`src/rtl/cfq_pkg.sv`:
```
// Shared constants, codes and types for the circular FIFO queue.
package cfq_pkg;

	localparam int DEPTH  = 128;
	localparam int IDX_W  = $clog2(DEPTH);
	localparam int CNT_W  = $clog2(DEPTH + 1);
	localparam int DATA_W = 32;
	localparam int OP_W   = 2;
	localparam int OCC_W  = 8;
	localparam int ST_W   = 2;

	typedef logic [OP_W-1:0] op_t;
	typedef logic [ST_W-1:0] status_t;

	localparam op_t OP_ENQUEUE = 2'd0;
	localparam op_t OP_DEQUEUE = 2'd1;
	localparam op_t OP_SIZE    = 2'd2;

	localparam status_t ST_OK        = 2'd0;
	localparam status_t ST_OVERFLOW  = 2'd1;
	localparam status_t ST_UNDERFLOW = 2'd2;

	typedef struct packed {
		logic shift;
		logic load;
	} cell_ctrl_t;

endpackage

```
`src/rtl/cfq_if.sv`:
```
// Request and response channel interfaces of the circular FIFO queue.
interface cfq_req_if import cfq_pkg::*; ();
	logic                     valid;
	logic                     ready;
	op_t                      op;
	logic signed [DATA_W-1:0] value;

	modport source (output valid, output op, output value, input ready);
	modport sink (input valid, input op, input value, output ready);
endinterface

interface cfq_rsp_if import cfq_pkg::*; ();
	logic                     valid;
	logic                     ready;
	logic signed [DATA_W-1:0] data;
	logic        [OCC_W-1:0]  occupancy;
	status_t                  status;

	modport source (output valid, output data, output occupancy, output status, input ready);
	modport sink (input valid, input data, input occupancy, input status, output ready);
endinterface

```
`src/rtl/cfq_cell.sv`:
```
// One storage cell of the queue: loads a new word or takes its neighbor's word.
module cfq_cell import cfq_pkg::*; (
	input  logic                     clk,
	input  cell_ctrl_t               ctrl,
	input  logic signed [DATA_W-1:0] wr_data,
	input  logic signed [DATA_W-1:0] nxt_data,
	output logic signed [DATA_W-1:0] data
);

	logic signed [DATA_W-1:0] data_q;

	always_ff @(posedge clk) begin
		if (ctrl.shift) begin
			data_q <= nxt_data;
		end else if (ctrl.load) begin
			data_q <= wr_data;
		end
	end

	assign data = data_q;

endmodule

```
`src/rtl/circular_fifo_queue.sv`:
```
// Circular FIFO queue top level: a row of cells shifting toward the head.
// The response word is registered and appears in the cycle after its request is accepted.
// Throughput: one request per cycle unless rsp stalls; count and cells update in one step.
// A request is taken while the response register is empty or being drained.
// Reset clears the entry count and the response valid; cell contents stay undefined.
module circular_fifo_queue import cfq_pkg::*; (
	input  logic      clk,
	input  logic      arst_n,
	cfq_req_if.sink   req,
	cfq_rsp_if.source rsp
);

	logic [CNT_W-1:0]         count_q;
	logic                     rsp_valid_q;
	logic signed [DATA_W-1:0] data_q;
	logic [OCC_W-1:0]         occ_q;
	status_t                  status_q;

	logic                     acc;
	logic                     full;
	logic                     empty;
	logic                     enq_ok;
	logic                     deq_ok;
	logic [CNT_W-1:0]         count_nxt;
	status_t                  status_nxt;
	logic signed [DATA_W-1:0] cell_data [DEPTH];
	cell_ctrl_t               cell_ctrl [DEPTH];

	assign req.ready = !rsp_valid_q || rsp.ready;
	assign acc       = req.valid && req.ready;
	assign full      = (count_q == CNT_W'(DEPTH));
	assign empty     = (count_q == '0);
	assign enq_ok    = acc && (req.op == OP_ENQUEUE) && !full;
	assign deq_ok    = acc && (req.op == OP_DEQUEUE) && !empty;

	always_comb begin
		count_nxt  = count_q;
		status_nxt = ST_OK;
		if (req.op == OP_ENQUEUE) begin
			if (full) begin
				status_nxt = ST_OVERFLOW;
			end else begin
				count_nxt = count_q + CNT_W'(1);
			end
		end else if (req.op == OP_DEQUEUE) begin
			if (empty) begin
				status_nxt = ST_UNDERFLOW;
			end else begin
				count_nxt = count_q - CNT_W'(1);
			end
		end
	end

	for (genvar i = 0; i < DEPTH; i++) begin : g_cell
		logic signed [DATA_W-1:0] nxt;

		if (i == DEPTH - 1) begin : g_last
			assign nxt = '0;
		end else begin : g_mid
			assign nxt = cell_data[i+1];
		end

		assign cell_ctrl[i].shift = deq_ok;
		assign cell_ctrl[i].load  = enq_ok && (count_q[IDX_W-1:0] == IDX_W'(i));

		cfq_cell u_cell (
			.clk      (clk),
			.ctrl     (cell_ctrl[i]),
			.wr_data  (req.value),
			.nxt_data (nxt),
			.data     (cell_data[i])
		);
	end

	always_ff @(posedge clk or negedge arst_n) begin
		if (!arst_n) begin
			count_q     <= '0;
			rsp_valid_q <= 1'b0;
		end else begin
			if (acc) begin
				count_q     <= count_nxt;
				rsp_valid_q <= 1'b1;
			end else if (rsp.ready) begin
				rsp_valid_q <= 1'b0;
			end
		end
	end

	always_ff @(posedge clk) begin
		if (acc) begin
			data_q   <= deq_ok ? cell_data[0] : '0;
			occ_q    <= OCC_W'(count_nxt);
			status_q <= status_nxt;
		end
	end

	assign rsp.valid     = rsp_valid_q;
	assign rsp.data      = data_q;
	assign rsp.occupancy = occ_q;
	assign rsp.status    = status_q;

`ifndef SYNTHESIS
	a_count_bound: assert property (@(posedge clk) disable iff (!arst_n)
		count_q <= CNT_W'(DEPTH))
		else $error("entry count above depth");

	a_rsp_follows: assert property (@(posedge clk) disable iff (!arst_n)
		acc |=> rsp.valid)
		else $error("accepted request gave no response word");

	a_overflow: assert property (@(posedge clk) disable iff (!arst_n)
		(acc && req.op == OP_ENQUEUE && full) |=> (rsp.status == ST_OVERFLOW && $stable(count_q)))
		else $error("full enqueue not reported or changed count");

	a_underflow: assert property (@(posedge clk) disable iff (!arst_n)
		(acc && req.op == OP_DEQUEUE && empty) |=> (rsp.status == ST_UNDERFLOW && rsp.data == '0))
		else $error("empty dequeue not reported");
`endif

endmodule
```
`src/flat_wrapper.sv`:
```
// flat-port wrapper written by rule: the top's interface ports become plain ports
module circular_fifo_queue_flat import cfq_pkg::*;
  (clk, arst_n, req_valid, req_op, req_value, req_ready, rsp_valid, rsp_data, rsp_occupancy, rsp_status, rsp_ready);
  cfq_req_if req_i ();
  cfq_rsp_if rsp_i ();
  input  logic clk;
  input  logic arst_n;
  input wire logic [$bits(req_i.valid)-1:0] req_valid;
  input wire logic [$bits(req_i.op)-1:0] req_op;
  input wire logic [$bits(req_i.value)-1:0] req_value;
  output wire logic [$bits(req_i.ready)-1:0] req_ready;
  output wire logic [$bits(rsp_i.valid)-1:0] rsp_valid;
  output wire logic [$bits(rsp_i.data)-1:0] rsp_data;
  output wire logic [$bits(rsp_i.occupancy)-1:0] rsp_occupancy;
  output wire logic [$bits(rsp_i.status)-1:0] rsp_status;
  input wire logic [$bits(rsp_i.ready)-1:0] rsp_ready;
  assign req_i.valid = req_valid;
  assign req_i.op = req_op;
  assign req_i.value = req_value;
  assign req_ready = req_i.ready;
  assign rsp_valid = rsp_i.valid;
  assign rsp_data = rsp_i.data;
  assign rsp_occupancy = rsp_i.occupancy;
  assign rsp_status = rsp_i.status;
  assign rsp_i.ready = rsp_ready;
  circular_fifo_queue u_core (.clk(clk), .arst_n(arst_n), .req(req_i), .rsp(rsp_i));
endmodule
```
`config.mk`:
```
export PLATFORM = sky130hd
export DESIGN_NAME = circular_fifo_queue_flat
export DESIGN_NICKNAME = d
export VERILOG_FILES = /design/src/rtl/cfq_pkg.sv /design/src/rtl/cfq_if.sv /design/src/rtl/cfq_cell.sv /design/src/rtl/circular_fifo_queue.sv /design/src/flat_wrapper.sv
export SDC_FILE = /design/constraint.sdc
export NUM_CORES = 2
export LEC_CHECK = 0
export ABC_AREA = 0
export BUFFER_PORTS_ARGS = -buffer_cell sky130_fd_sc_hd__buf_2
export CAP_MARGIN = 25
export CORE_MARGIN = 2
export CORE_UTILIZATION = 41
export CTS_CLUSTER_SIZE = 8
export DETAILED_ROUTE_END_ITERATION = 16
export PLACE_DENSITY = 0.63
export SLEW_MARGIN = 25
export SYNTH_ARGS = -nofsm -noshare
export SYNTH_HDL_FRONTEND = slang
export SYNTH_SLANG_ARGS = --single-unit
```
`constraint.sdc`:
```
create_clock -name clk -period 7.2 [get_ports clk]
set_input_delay 1.44 -clock clk [delete_from_list [all_inputs] [get_ports clk]]
set_output_delay 1.44 -clock clk [all_outputs]
set_load 0.05 [all_outputs]
```
==> flow_summary_export.csv <==
group,metric,value,unit
detailed_routing,drt_iter0_markers,8442,
clocking,cts_max_path_buffers,4,
die,chipHeight,636.1,um
clocking,cts_tree,"built",
layout,multi_input_area,34530,um^2
sta,fin_skew,61.37,ps
global_routing,grt_max_degree,258,
global_routing,grt_pass1_vias,87080,
synthesis,async_reset_ff_frac,0.002170,
placed_design,numPortBuffers,81,
placed_design,dpl.hpwl,191200,um
power_and_ir_drop,vdd_ir_drop_max,0.0002336,V
global_routing,overflow,0,
layout,layout_commonest_cell,"edfxtp_1",
synthesis,synth_nets,9657,
placed_design,place.gp.congestion,0.8111,
clocking,clk_pin_slew,50,ps
detailed_routing,routed_wl,353500,um
sta,tightest_slew,1822,ps
layout,nets,9651,
clocking,htreeDepth,6,
detailed_routing,ant_nets,0,
layout,final_cell_mix,"4,106 x edfxtp_1, 4,072 x a21o_1, 600 x clkbuf_16, 146 x buf_4, 85 x o21ai_4",
sta,fmax,228.2,MHz
clocking,clkLatencyLatePin,1010,ps
die,io_pins,82,
sta,min_period,4382,ps
clocking,cts_resized,0,
global_routing,grt.total_usage,0.1698,
worst_setup_path,r2r_start,"u_core.count_q[1]$_DFFE_PN0P_",
detailed_routing,drc,0,
clocking,cts_buffers,590,
synthesis,syn_avg_cell_area,17.04,um^2
sta,finalCritPeriodShare,0.6087,
synthesis,synth_flop_cell,"edfxtp_1",
synthesis,synth_top_family_by_area,"compound AO/OA/AOI/OAI gates",
sta,finalHoldViolations,0,
synthesis,synth_area,163800,um^2
synthesis,synthAdderAreaFrac,0.0003819,
die,start_util,0.4110,
power_and_ir_drop,power_density,301.7,nW/um^2
clocking,cts_setup_buffers,0,
flow_run,maxCapViolations,0,
status,violations,"slew limit",
sta,relSlewSlack,-0.2147,
synthesis,synth_edf_count,4106,
clocking,root_buffer,"clkbuf_16",
worst_setup_path,criticalPathCategory,"register to register",
power_and_ir_drop,p_leak,79.43,nW
synthesis,ys_seq_area_frac,0.7579,
worst_setup_path,end_kind,"register",
status,status,"finished, violations left",
synthesis,muxShareOfSynthArea,0.00006110,
worst_setup_path,crit_path_start,"u_core.count_q[1]$_DFFE_PN0P_",
global_routing,grtUsageMet2,0.2664,
worst_setup_path,worstPathArrival,5020,ps
synthesis,synth_compound_area_frac,0.1949,
die,die_w,636.1,um
worst_setup_path,worstPathRequired,7840,ps
min_path,hp-class,"input pin to asynchronous set/reset pin",
layout,fin_util,0.4681,
sta,fin_setup_tns,0,ps
synthesis,synth-simple-area-share,0.005637,
layout,seqCellArea,124200,um^2
worst_setup_path,rr_worst_depth,7,
synthesis,synthDistinctLibCells,58,
detailed_routing,dr.pass1.iters,6,
synthesis,ys_ff_latch,4147,
global_routing,antenna_found_initial,4,
die,dieArea,404600,um^2
die,core,398600,um^2
clocking,ctsHoldBuffers,0,
sta,slew_violations,82,
die,core.rowCount,232,
detailed_routing,viasPerCell,5.621,
synthesis,synthCells,9614,
worst_setup_path,cp_max_fo,39,
global_routing,grt_busiest_layer,"met2",
detailed_routing,routed-via-count,84310,
detailed_routing,wire_per_inst,23.57,um
global_routing,grt_pass1_wl,543000,um
sta,setup_violations,0,
global_routing,met1_usage,0.2406,
global_routing,met3_usage,0.03013,
sta,rsz0062_at_grt,"false",
layout,areaGrowthSynthToFinish,13.89,%
layout,nFillCells,32860,
worst_setup_path,worst_setup_path_start_kind,"register",
layout,drive_above_1_share,0.1232,
synthesis,yosysWarnings,0,
clocking,cts.sink_count,4147,
synthesis,synth_xor_area_frac,0.0005881,
report_power, final:
part	leakage [nW]	switching, mW	internal, mW
logic	33.7	2.38	1.33
clock network	7.86	9.87	14.8
registers	37.9	0.256	27.6
routing by layer:
| layer | vias up | share of wire | routed length (um) |
|---|---|---|---|
| met3 | 609 | 0.065 | 22820 |
| met4 | 2 | 0.030 | 10610 |
| met1 | 44030 | 0.44 | 155900 |
| met2 | 2853 | 0.46 | 164200 |
| li1 | 36820 | - | - |
| met5 | - | 0.000037 | 13 |
per-stage QoR:
stage / instance area [um^2] / hold WS (ps) / power (mW) / setup WS [ps] / instances
floorplan: 163800 / 450.2 / 30.75 / 1641 / 9614
global placement: 168000 / 460.1 / 31.81 / 1923 / 14190
detailed placement: 169700 / 469.7 / 31.97 / 2045 / 14250
CTS: 185800 / 223.5 / 56.75 / 2828 / 14960
global route: 186600 / 262.3 / 58.03 / 2731 / 15000
finish: 186600 / 295.0 / 56.29 / 2818 / 15000
area by class of cell:
cell class	count	area share
flip-flops and latches	4147	0.6655
clock inverters	54	0.004983
inverters	7	0.0001677
well taps	5265	0.03531
repair buffers	376	0.02725
diodes	8	0.0001073
multi-input cells	4486	0.1851
clock buffers	655	0.08158
flip-flops by register name (all words and copies together), names as in the netlist:
signal / cells
u_core.g_cell.u_cell.data: 4096
u_core.rsp.status: 2
u_core.rsp.occupancy: 8
u_core.rsp.data: 32
u_core.count_q: 8
u_core.rsp.valid: 1
cells by family after synthesis:
logic type / count (synthesis)
adder cells (fa/ha/maj): 5
multiplexers: 1
XOR/XNOR: 11
flip-flops: 4147
buffers and inverters: 981
AO/OA/AOI/OAI: 4316
AND/OR/NAND/NOR: 153
Yosys cell counts, drive strengths merged, types with 11 or more instances:
library cell	instances	area (um^2)
clkbuf	266	998.5
o21ai	157	785.8
nor3	13	81.33
edfxtp	4106	123300
nand4	34	212.7
nand3	19	95.09
and3	34	212.7
nand2	11	43.80
a21oi	36	180.2
a21o	4072	30570
buf	708	5610
a21boi	32	240.2
dfxtp	32	640.6
critical path: stages (launching register included):
cell,delay (ps)
dfrtp_1,570
ha_2,260
buf_4,440
nand3_1,440
or4_2,820
buf_4,430
o21ai_2,550
buf_4,450
final timing paths:
kind	slack [ps]	endpoint
worst min-delay path	290	u_core.count_q[7]$_DFFE_PN0P_
worst max-delay path	2820	u_core.g_cell[63].u_cell.data[5]$_DFFE_PP_
min in group clk	470	u_core.g_cell[13].u_cell.data[21]$_DFFE_PP_
max in group asynchronous	6680	u_core.count_q[2]$_DFFE_PN0P_
worst min register to register	470	u_core.g_cell[13].u_cell.data[21]$_DFFE_PP_
worst max register to register	2820	u_core.g_cell[63].u_cell.data[5]$_DFFE_PP_
(Power assumes the default switching activity.)
